$ cat config.mk
export PLATFORM = sky130hd
export DESIGN_NAME = alu_register_file_with_flags
export DESIGN_NICKNAME = d
export VERILOG_FILES = /design/src/sv/alurf_pkg.sv /design/src/sv/alurf_regfile.sv /design/src/sv/alurf_alu.sv /design/src/sv/alu_register_file_with_flags.sv
export SDC_FILE = /design/constraint.sdc
export NUM_CORES = 1
export LEC_CHECK = 0
export BUFFER_PORTS_ARGS = -buffer_cell sky130_fd_sc_hd__buf_2
export CORE_MARGIN = 2
export CORE_UTILIZATION = 40
export CTS_CLUSTER_DIAMETER = 100
export DETAILED_ROUTE_END_ITERATION = 12
export HOLD_SLACK_MARGIN = 0.02
export SETUP_SLACK_MARGIN = 0.2
export SLEW_MARGIN = 30
export SYNTH_ARGS = -nofsm -noshare
export SYNTH_HDL_FRONTEND = slang
export SYNTH_SLANG_ARGS = --single-unit
export TNS_END_PERCENT = 20
$ cat constraint.sdc
create_clock -name clk -period 4.27 [get_ports clk]
set_input_delay 0.854 -clock clk [delete_from_list [all_inputs] [get_ports clk]]
set_output_delay 0.854 -clock clk [all_outputs]
set_load 0.01 [all_outputs]
$ cat src/sv/alurf_pkg.sv
// ----------------------------------------------------------------------------
// alurf_pkg
// Shared types, command codes and constants for the register-file ALU.
// ----------------------------------------------------------------------------
package alurf_pkg;

  localparam int WORD_W    = 16;
  localparam int REG_COUNT = 16;
  localparam int IDX_W     = (REG_COUNT > 1) ? $clog2(REG_COUNT) : 1;

  // Upper bound for a 4-bit register field, one bit wider to hold the count
  localparam logic [4:0] REG_LIMIT = 5'(REG_COUNT);

  localparam logic [WORD_W-1:0] WORD_ONES = 16'hFFFF;
  localparam logic [WORD_W-1:0] WORD_SMAX = 16'h7FFF;
  localparam logic [WORD_W-1:0] WORD_SMIN = 16'h8000;

  typedef enum logic [3:0] {
    CMD_LOAD   = 4'd0,
    CMD_READ   = 4'd1,
    CMD_ADD    = 4'd2,
    CMD_SUB    = 4'd3,
    CMD_NOT    = 4'd4,
    CMD_AND    = 4'd5,
    CMD_OR     = 4'd6,
    CMD_XOR    = 4'd7,
    CMD_INC    = 4'd8,
    CMD_DEC    = 4'd9,
    CMD_LSHIFT = 4'd10,
    CMD_RSHIFT = 4'd11
  } cmd_e;

  typedef struct packed {
    logic [3:0]        command;
    logic [3:0]        dest;
    logic [3:0]        src;
    logic [WORD_W-1:0] load_value;
  } in_t;

  typedef struct packed {
    logic [WORD_W-1:0] value;
    logic              zero_flag;
    logic              carry_flag;
    logic              negative_flag;
    logic              overflow_flag;
  } out_t;

  typedef struct packed {
    logic z;
    logic c;
    logic n;
    logic v;
  } flags_t;

  // ALU outcome for one beat: register write, reported value, new flags
  typedef struct packed {
    logic              wr_en;
    logic [WORD_W-1:0] value;
    flags_t            flags;
  } alu_res_t;

endpackage

$ cat src/sv/alurf_regfile.sv
// ----------------------------------------------------------------------------
// alurf_regfile
// Register file with one write port and two registered read ports. Reads
// see a write at the same edge. Entries read as zero until first written.
// ----------------------------------------------------------------------------
module alurf_regfile (
  input  logic                                 clk,
  input  logic                                 rst,
  input  logic                                 we,
  input  logic [alurf_pkg::IDX_W-1:0]          waddr,
  input  logic [alurf_pkg::WORD_W-1:0]         wdata,
  input  logic                                 re,
  input  logic [alurf_pkg::IDX_W-1:0]          raddr_a,
  input  logic [alurf_pkg::IDX_W-1:0]          raddr_b,
  output logic [alurf_pkg::WORD_W-1:0]         rdata_a,
  output logic [alurf_pkg::WORD_W-1:0]         rdata_b
);

  logic [alurf_pkg::WORD_W-1:0]    mem [alurf_pkg::REG_COUNT];
  logic [alurf_pkg::REG_COUNT-1:0] vld;

  always_ff @(posedge clk) begin
    if (rst) begin
      vld <= '0;
    end else if (we) begin
      vld[waddr] <= 1'b1;
    end
  end

  always_ff @(posedge clk) begin
    if (we) begin
      mem[waddr] <= wdata;
    end
  end

  // Forward the write data on an address match, else zero for unwritten entries
  always_ff @(posedge clk) begin
    if (re) begin
      if (we && (waddr == raddr_a)) rdata_a <= wdata;
      else if (vld[raddr_a])        rdata_a <= mem[raddr_a];
      else                          rdata_a <= '0;
      if (we && (waddr == raddr_b)) rdata_b <= wdata;
      else if (vld[raddr_b])        rdata_b <= mem[raddr_b];
      else                          rdata_b <= '0;
    end
  end

endmodule

$ cat src/sv/alurf_alu.sv
// ----------------------------------------------------------------------------
// alurf_alu
// Combinational ALU: computes the result word, the write enable and the
// new flags for one command.
// ----------------------------------------------------------------------------
module alurf_alu (
  input  logic [3:0]                   command,
  input  logic                         d_ok,
  input  logic                         s_ok,
  input  logic [alurf_pkg::WORD_W-1:0] a,
  input  logic [alurf_pkg::WORD_W-1:0] b,
  input  logic [alurf_pkg::WORD_W-1:0] load_value,
  input  alurf_pkg::flags_t            flags_in,
  output alurf_pkg::alu_res_t          res
);

  logic                         two_op;
  logic                         ok;
  logic [alurf_pkg::WORD_W:0]   add_u;
  logic [alurf_pkg::WORD_W:0]   add_s;
  logic [alurf_pkg::WORD_W-1:0] neg_b;
  logic [alurf_pkg::WORD_W:0]   sub_u;
  logic [alurf_pkg::WORD_W:0]   sub_s;
  logic [alurf_pkg::WORD_W-1:0] word;

  assign two_op = command inside {alurf_pkg::CMD_ADD, alurf_pkg::CMD_SUB,
                                  alurf_pkg::CMD_AND, alurf_pkg::CMD_OR,
                                  alurf_pkg::CMD_XOR};
  assign ok     = d_ok && !(two_op && !s_ok);

  assign add_u = {1'b0, a} + {1'b0, b};
  assign add_s = {a[15], a} + {b[15], b};
  assign neg_b = 16'(~b + 16'd1);
  assign sub_u = {1'b0, a} + {1'b0, neg_b};
  assign sub_s = {a[15], a} - {b[15], b};

  always_comb begin
    word      = a;
    res.wr_en = 1'b0;
    res.flags = flags_in;
    case (command)
      alurf_pkg::CMD_LOAD: begin
        word      = load_value;
        res.wr_en = 1'b1;
      end
      alurf_pkg::CMD_ADD: begin
        word        = add_u[15:0];
        res.wr_en   = 1'b1;
        res.flags.z = (word == '0);
        res.flags.c = add_u[16];
        res.flags.n = add_s[16];
        res.flags.v = (a[15] == b[15]) && (word[15] != a[15]);
      end
      alurf_pkg::CMD_SUB: begin
        word        = sub_s[15:0];
        res.wr_en   = 1'b1;
        res.flags.z = (word == '0);
        res.flags.c = sub_u[16];
        res.flags.n = sub_s[16];
        res.flags.v = (a[15] != b[15]) && (word[15] != a[15]);
      end
      alurf_pkg::CMD_NOT, alurf_pkg::CMD_AND, alurf_pkg::CMD_OR,
      alurf_pkg::CMD_XOR, alurf_pkg::CMD_RSHIFT: begin
        case (command)
          alurf_pkg::CMD_NOT: word = ~a;
          alurf_pkg::CMD_AND: word = a & b;
          alurf_pkg::CMD_OR:  word = a | b;
          alurf_pkg::CMD_XOR: word = a ^ b;
          default:            word = {1'b0, a[15:1]};
        endcase
        res.wr_en   = 1'b1;
        res.flags.z = (word == '0);
        res.flags.c = 1'b0;
        res.flags.n = word[15];
        res.flags.v = 1'b0;
      end
      alurf_pkg::CMD_INC: begin
        word        = 16'(a + 16'd1);
        res.wr_en   = 1'b1;
        res.flags.z = (word == '0);
        res.flags.c = (a == alurf_pkg::WORD_ONES);
        res.flags.n = word[15];
        res.flags.v = (a == alurf_pkg::WORD_SMAX);
      end
      alurf_pkg::CMD_DEC: begin
        word        = 16'(a + alurf_pkg::WORD_ONES);
        res.wr_en   = 1'b1;
        res.flags.z = (word == '0);
        res.flags.c = 1'b1;
        res.flags.n = word[15];
        res.flags.v = (a == alurf_pkg::WORD_SMIN);
      end
      alurf_pkg::CMD_LSHIFT: begin
        word        = {a[14:0], 1'b0};
        res.wr_en   = 1'b1;
        res.flags.z = (word == '0);
        res.flags.c = a[15];
        res.flags.n = word[15];
        res.flags.v = 1'b0;
      end
      default: begin
        // read, and unused codes behave as read
        word = a;
      end
    endcase

    // Drop the command entirely when a named register is out of range
    if (!ok) begin
      word      = '0;
      res.wr_en = 1'b0;
      res.flags = flags_in;
    end
    res.value = word;
  end

endmodule

$ cat src/sv/alu_register_file_with_flags.sv
// A command beat passes through the operand stage and then the result register before its result shows on res.
// Throughput: one command per cycle, sustained, while res is taken.
// The register file write and the flag update both happen on the edge that
// moves a command from the operand stage into the result register.
// Reset (rst, synchronous): all registers and flags read as zero in the next
// cycle; the register file clears through per-entry valid bits.
// ----------------------------------------------------------------------------
// alu_register_file_with_flags
// Register-file ALU with Z/C/N/V flags: operand stage, ALU, result register.
// ----------------------------------------------------------------------------
module alu_register_file_with_flags (
  input  logic            clk,
  input  logic            rst,
  input  logic            cmd_valid,
  output logic            cmd_ready,
  input  alurf_pkg::in_t  cmd,
  output logic            res_valid,
  input  logic            res_ready,
  output alurf_pkg::out_t res
);

  // Operand stage: holds the command whose register reads are in flight
  logic                         st_valid;
  alurf_pkg::in_t               st_cmd;
  logic [alurf_pkg::WORD_W-1:0] op_a;
  logic [alurf_pkg::WORD_W-1:0] op_b;

  alurf_pkg::flags_t   flags;
  alurf_pkg::alu_res_t alu_res;

  logic cmd_fire;
  logic advance;
  logic d_ok;
  logic s_ok;

  // Advance the operand stage whenever the result register is free or drains
  assign advance   = st_valid && (!res_valid || res_ready);
  assign cmd_ready = !st_valid || advance;
  assign cmd_fire  = cmd_valid && cmd_ready;

  assign d_ok = ({1'b0, st_cmd.dest} < alurf_pkg::REG_LIMIT);
  assign s_ok = ({1'b0, st_cmd.src}  < alurf_pkg::REG_LIMIT);

  // Read both operands on the accepting edge; a write retiring on that same
  // edge is forwarded inside the register file
  alurf_regfile u_regfile (
    .clk     (clk),
    .rst     (rst),
    .we      (advance && alu_res.wr_en),
    .waddr   (st_cmd.dest[alurf_pkg::IDX_W-1:0]),
    .wdata   (alu_res.value),
    .re      (cmd_fire),
    .raddr_a (cmd.dest[alurf_pkg::IDX_W-1:0]),
    .raddr_b (cmd.src[alurf_pkg::IDX_W-1:0]),
    .rdata_a (op_a),
    .rdata_b (op_b)
  );

  alurf_alu u_alu (
    .command    (st_cmd.command),
    .d_ok       (d_ok),
    .s_ok       (s_ok),
    .a          (op_a),
    .b          (op_b),
    .load_value (st_cmd.load_value),
    .flags_in   (flags),
    .res        (alu_res)
  );

  // Operand stage control
  always_ff @(posedge clk) begin
    if (rst) begin
      st_valid <= 1'b0;
    end else if (cmd_fire) begin
      st_valid <= 1'b1;
    end else if (advance) begin
      st_valid <= 1'b0;
    end
  end

  // Capture the command beat; no reset needed on payload
  always_ff @(posedge clk) begin
    if (cmd_fire) begin
      st_cmd <= cmd;
    end
  end

  // Flags: commit the ALU's view on each retiring command
  always_ff @(posedge clk) begin
    if (rst) begin
      flags <= '0;
    end else if (advance) begin
      flags <= alu_res.flags;
    end
  end

  // Result register: load on advance, drop valid once the beat is taken
  always_ff @(posedge clk) begin
    if (rst) begin
      res_valid <= 1'b0;
    end else if (advance) begin
      res_valid <= 1'b1;
    end else if (res_ready) begin
      res_valid <= 1'b0;
    end
  end

  always_ff @(posedge clk) begin
    if (advance) begin
      res.value         <= alu_res.value;
      res.zero_flag     <= alu_res.flags.z;
      res.carry_flag    <= alu_res.flags.c;
      res.negative_flag <= alu_res.flags.n;
      res.overflow_flag <= alu_res.flags.v;
    end
  end

endmodule

==> results of run 1 <==
==> cells by family (layout without fill, tap and decap cells) <==
| kind of cell | count (synthesis) | in the layout | synth area share |
|---|---|---|---|
| simple gates | 369 | 369 | 0.0864 |
| flops | 354 | 354 | 0.498 |
| compound gates | 264 | 264 | 0.0913 |
| mux | 222 | 222 | 0.218 |
| buf+inv | 187 | 328 | 0.0367 |
| fa+ha+maj | 77 | 77 | 0.0468 |
| xor+xnor | 54 | 54 | 0.0226 |
==> what timing repair did <==
action / 4_1_cts / 5_1_grt
resized for setup: 0 / 1
endpoints found under the hold margin: 0 / 0
hold buffers: 0 / 0
setup endpoints to repair: 0 / 36
==> critical path: stages (launching register included) <==
cell	delay (ps)
edfxtp_1	460
nor3_1	480
and3_1	340
nand2_1	160
nor4_1	260
xnor2_1	180
ha_1	270
nand2_1	80
nor2_1	70
a221oi_1	230
o21ai_0	180
a41oi_1	390
o21ai_0	170
a211oi_1	340
nor2_1	90
==> registers in the layout, summed over array words and instances, names as in the netlist <==
register / flops
u_regfile.mem: 256
st_cmd: 24
res: 20
u_regfile.rdata_a: 16
u_regfile.rdata_b: 16
u_regfile.vld: 16
flags: 4
res_valid: 1
st_valid: 1
==> area by class of cell <==
| class | count | area share |
|---|---|---|
| clock inverter | 23 | 0.0125 |
| timing repair buffer | 173 | 0.0523 |
| multi-input combinational | 986 | 0.407 |
| inverter | 79 | 0.0123 |
| sequential | 354 | 0.432 |
| clock buffer | 53 | 0.0480 |
| tap | 680 | 0.0353 |
==> power by group through the flow <==
stage | combinational [mW] | clock (mW) | sequential, mW
floorplan | 0.852 | 0 | 4.07
global placement | 1.32 | 0 | 4.08
detailed placement | 1.33 | 0 | 4.08
CTS | 1.34 | 3.85 | 4.01
global route | 1.44 | 3.98 | 4.01
finish | 1.35 | 3.79 | 4.01
==> how the worst max path moves through the flow <==
stage                                  to  slack (ps)                  from  depth (start not counted)
floorplan             u_regfile.mem[0][0]         260             res_ready                          6
detailed placement                 res[2]         400  u_regfile.rdata_b[4]                         14
finish                             res[2]         320  u_regfile.rdata_b[4]                         14
global route         u_regfile.mem[7][11]         180  u_regfile.rdata_b[5]                         10
global placement     u_regfile.mem[7][14]         250  u_regfile.rdata_a[0]                         11
CTS                 u_regfile.mem[13][14]         380  u_regfile.rdata_a[0]                         11
==> placed cells by master (no fill, tap or decap), types with 15 or more instances in the layout <==
master,instances
o21ai_0,29
inv_1,67
xnor2_1,51
clkbuf_16,44
a21oi_1,52
mux4_2,186
edfxtp_1,332
ha_1,75
nand2_1,90
buf_2,51
nor4_1,19
nand4_1,24
nor2_1,105
nand3_1,18
buf_4,115
mux2i_1,33
nor3_1,32
dfxtp_1,22
a221oi_1,15
==> metal layers <==
| layer | global-route usage | share of wire |
|---|---|---|
| met2 | 0.413 | 0.49 |
| met3 | 0.0385 | 0.070 |
| met5 | 0 | 0 |
| met1 | 0.321 | 0.40 |
| met4 | 0.106 | 0.046 |
==> flow_metrics.env, run 1 <==
export IMPL_hpwl_mm=46.5
export IMPL_crit_path_end_kind="register"
export IMPL_power_total_mw=9.15
export IMPL_dpl_instance_area_um2=22600
export IMPL_antenna_found_initial=0
export IMPL_rsz0062_at_grt="yes"
export IMPL_drive_gt1_frac=0.294
export IMPL_synthArstFlopShare=0
export IMPL_peakVddDrop_uv=296
export IMPL_leakage_nw=8.23
export IMPL_setup_viol=0
export IMPL_hold_path_startpoint="cmd[15]"
export IMPL_hold_ws_ps=442
export IMPL_clock_sinks=354
export IMPL_p_comb_frac=0.147
export IMPL_switching_share=0.265
export IMPL_hold_viol=0
export IMPL_grt_start_max_net_pins=57
export IMPL_dieArea_um2=54100
export IMPL_hp_class="in2reg"
export IMPL_ioPinCount=54
export IMPL_htree_levels=2
export IMPL_yosysMostFrequentCell="edfxtp_1"
export IMPL_grt_usage=0.248
export IMPL_synth_avg_cell_area_um2=13.7
export IMPL_routed_wl_mm=66.2
export IMPL_nets=1744
export IMPL_syn_num_nets=1636
export IMPL_start_util=0.406
export IMPL_critical_path_arrival_ps=4270
export IMPL_cts_setup_buffers=0
export IMPL_run_status="finished, final reports clean"
export IMPL_cts_buffers=41
export IMPL_clkPwrFrac=0.415
export IMPL_ys_seq_area_frac=0.498
export IMPL_rrSetupSlack_ps=320
export IMPL_drtAntennaViolNets=0
export IMPL_vias_per_cell=6.26
export IMPL_seqCellArea_um2=10400
export IMPL_stdcell_count=2348
export IMPL_holdPathStages=1
export IMPL_grt_pass1_wl_mm=98.1
export IMPL_crit_required_ps=4590
export IMPL_p_sw_mw=2.42
export IMPL_internal_power_mw=6.72
export IMPL_firstDrtPassIters=5
export IMPL_syn2layout_area_growth_pct=15.2
export IMPL_power_density_nw_per_um2=380
export IMPL_r2r_end="res[2]"
export IMPL_power_frac_seq=0.438
export IMPL_dp_cells=2272
export IMPL_dpl_worst_slack_ps=404
export IMPL_n_fill_cell=4529
export IMPL_critical_path_class="reg2reg"
export IMPL_final_core_util=0.467
export IMPL_drtIter0Drc=1882
export IMPL_slew_headroom=0.373
export IMPL_syn_instance_count=1527
export IMPL_routedWlPerCell_um=28.2
export IMPL_finClkSkew_ps=16.0
export IMPL_num_rows=83
export IMPL_r2r_start="u_regfile.rdata_b[4]"
export IMPL_final_area_um2=24100
export IMPL_synth_cell_types=92
export IMPL_synth_seq_cells=354
export IMPL_cp_max_fo=5
export IMPL_drv_max_cap_violation_count=0
export IMPL_synth_edff_count=332
export IMPL_min_period_ps=3950
export IMPL_grt_pass1_vias=14900
export IMPL_vias=14700
export IMPL_yosysTopAreaCell="edfxtp_1"
export IMPL_port_buffers=53
export IMPL_worstMarginPinSlew_ps=938
export IMPL_gp_congestion=0.963
export IMPL_slew_viol_final=0
export IMPL_tns_ps=0
export IMPL_multi_input_area_um2=9810
export IMPL_timing_fmax_mhz=253
export IMPL_cts_tree="built"
export IMPL_clk_path_buf_depth=3
export IMPL_die_h_um=233
export IMPL_synth_area_top_cells="edfxtp_1 48%, mux4_2 20%, ha_1 4.5%, nor2_1 2.1%, xnor2_1 2.1%"
export IMPL_die_width_um=233
export IMPL_synthTopCellsByCount="332 x edfxtp_1, 186 x mux4_2, 119 x nor2_1"
export IMPL_insertion_delay_ps=590
export IMPL_synth_top_area_frac=0.477
export IMPL_period_share=0.925
export IMPL_synth_ff_type="edfxtp_1"
export IMPL_drc=0
export IMPL_syn_cell_area_um2=20900
export IMPL_fp_coreArea_um2=51500
export IMPL_worstHoldEndpoint="st_cmd[15]"
export IMPL_cts_root_buffer="clkbuf_16"
export IMPL_start_kind="register"
export IMPL_grt_overflow_total=0
export IMPL_antenna_cells=0
export IMPL_fin_ws_ps=320
export IMPL_path_clk_slew_ps=60
export IMPL_yosys_warnings=0
export IMPL_worst_r2r_cell_count=14
Power figures use the tool's default switching activity.
==> run 2, diff against run 1 <==
- CORE_UTILIZATION: 40 -> 50
- PLACE_DENSITY: unset -> 0.66
- TNS_END_PERCENT: 20 -> unset
==> run 2 against run 1 <==
Effect of this change:
- combinational power hardly changed
- first-iteration DRC count decreased by 5.8%
- setup slack better by 80 ps
- clock skew increased by 1.4 ps
- critical path type unchanged
- largest cell class unchanged
- register-to-register slack improved by 80 ps
==> flow_metrics.env, run 2 (synthesized netlist as in run 1, its figures left out) <==
export IMPL_clock_sinks=354
export IMPL_vias=14600
export IMPL_drv_max_cap_violation_count=0
export IMPL_insertion_delay_ps=550
export IMPL_hold_viol=0
export IMPL_grt_start_max_net_pins=57
export IMPL_run_status="finished, final reports clean"
export IMPL_grt_overflow_total=0
export IMPL_n_fill_cell=3162
export IMPL_leakage_nw=8.10
export IMPL_syn2layout_area_growth_pct=13.3
export IMPL_cts_setup_buffers=0
export IMPL_rsz0062_at_grt="no"
export IMPL_cts_root_buffer="clkbuf_16"
export IMPL_drc=0
export IMPL_largest_reg_flops=256
export IMPL_layout_common_cells="332 x edfxtp_1, 186 x mux4_2, 105 x nor2_1, 94 x buf_4, 90 x nand2_1"
export IMPL_slew_headroom=0.368
export IMPL_grt_pass1_vias=14800
export IMPL_setup_viol=0
export IMPL_start_util=0.510
export IMPL_hp_class="in2reg"
export IMPL_antenna_found_initial=2
export IMPL_tns_ps=0
export IMPL_drtAntennaViolNets=0
export IMPL_start_kind="register"
export IMPL_ioPinCount=54
export IMPL_nets=1722
export IMPL_layout_commonest_cell="edfxtp_1"
export IMPL_top_usage_layer="met2"
export IMPL_dpl_instance_area_um2=22300
export IMPL_num_rows=74
export IMPL_drive_gt1_frac=0.284
export IMPL_crit_required_ps=4540
export IMPL_gr_usage_met2=0.499
export IMPL_antenna_cells=0
export IMPL_gp_congestion=0.960
export IMPL_period_share=0.906
export IMPL_htree_levels=2
export IMPL_min_period_ps=3870
export IMPL_firstDrtPassIters=6
export IMPL_die_h_um=208
export IMPL_grt_pass1_wl_mm=94.8
export IMPL_vias_per_cell=6.73
export IMPL_fp_coreArea_um2=41000
export IMPL_die_width_um=208
export IMPL_slew_viol_final=0
export IMPL_worstMarginPinSlew_ps=946
export IMPL_grt_util_met3=0.0494
export IMPL_routedWlPerCell_um=29.0
export IMPL_path_clk_slew_ps=60
export IMPL_rrSetupSlack_ps=400
export IMPL_port_buffers=53
export IMPL_dpl_worst_slack_ps=331
export IMPL_regMostFlops="u_regfile.mem"
export IMPL_critical_path_arrival_ps=4140
export IMPL_power_density_nw_per_um2=377
export IMPL_routed_wl_mm=63.1
export IMPL_timing_fmax_mhz=258
export IMPL_reg_largest_list="u_regfile.mem (256), st_cmd (24), res (20)"
export IMPL_cts_tree="built"
export IMPL_peakVddDrop_uv=331
export IMPL_cts_buffers=39
export IMPL_finClkSkew_ps=17.4
export IMPL_final_area_um2=23700
export IMPL_cp_max_fo=17
export IMPL_dieArea_um2=43500
export IMPL_crit_path_end_kind="register"
export IMPL_critical_path_class="reg2reg"
export IMPL_hpwl_mm=43.9
export IMPL_grtUsageMet1=0.379
export IMPL_fin_ws_ps=400
export IMPL_clk_path_buf_depth=3
export IMPL_grt_usage=0.293
export IMPL_drtIter0Drc=1773
[run 2: worst max-delay path, cell delays in order (launching register included)]
cell,delay [ps]
edfxtp_1,440
inv_1,130
ha_1,450
or3b_1,410
a31oi_2,220
a21oi_2,90
a221oi_4,340
mux2_1,370
or3_1,370
a31oi_1,460
a21oi_1,80
buf_4,220
[run 2: final timing paths]
kind,start,depth (start not counted),to
worst min register to register,u_regfile.vld[12],2,u_regfile.vld[12]
worst min-delay path,cmd[9],1,st_cmd[9]
worst max register to register,u_regfile.rdata_a[5],11,u_regfile.mem[12][14]
worst max-delay path,u_regfile.rdata_a[5],11,u_regfile.mem[12][14]
[run 2: layout make-up]
type / instances / area, um2 / area share
multi-input cells: 986 / 9810 / 0.414
well taps: 532 / 666 / 0.0281
inverters: 79 / 297 / 0.0125
clock inverters: 20 / 294 / 0.0124
clock buffers: 50 / 1080 / 0.0456
flip-flops and latches: 354 / 10400 / 0.440
repair buffers: 153 / 1120 / 0.0473
[run 2: power breakdown]
part,leakage (nW),switching [mW],internal (mW)
registers,3.24,0.0484,3.96
clock network,0.674,1.39,2.21
logic,4.19,0.816,0.504
[run 2: what timing repair did]
item | CTS | global route
setup endpoints to repair | 0 | 18
hold buffers | 0 | 0
resized for setup | 0 | 3
[run 2: through the flow]
stage               hold WS [ps]  cells   util  power (mW)
global route                 477   2174  0.577        9.22
global placement             464   2104  0.543        5.37
detailed placement           480   2104  0.543        5.38
floorplan                    452   1527      -        4.92
finish                       486   2174  0.577        8.93
CTS                          475   2174  0.577        8.96
[run 2: layer usage]
layer	vias to the layer above	part of all wire
met5	-	0.00043
met4	4	0.040
met3	149	0.072
met2	679	0.50
met1	7534	0.39
li1	6271	-
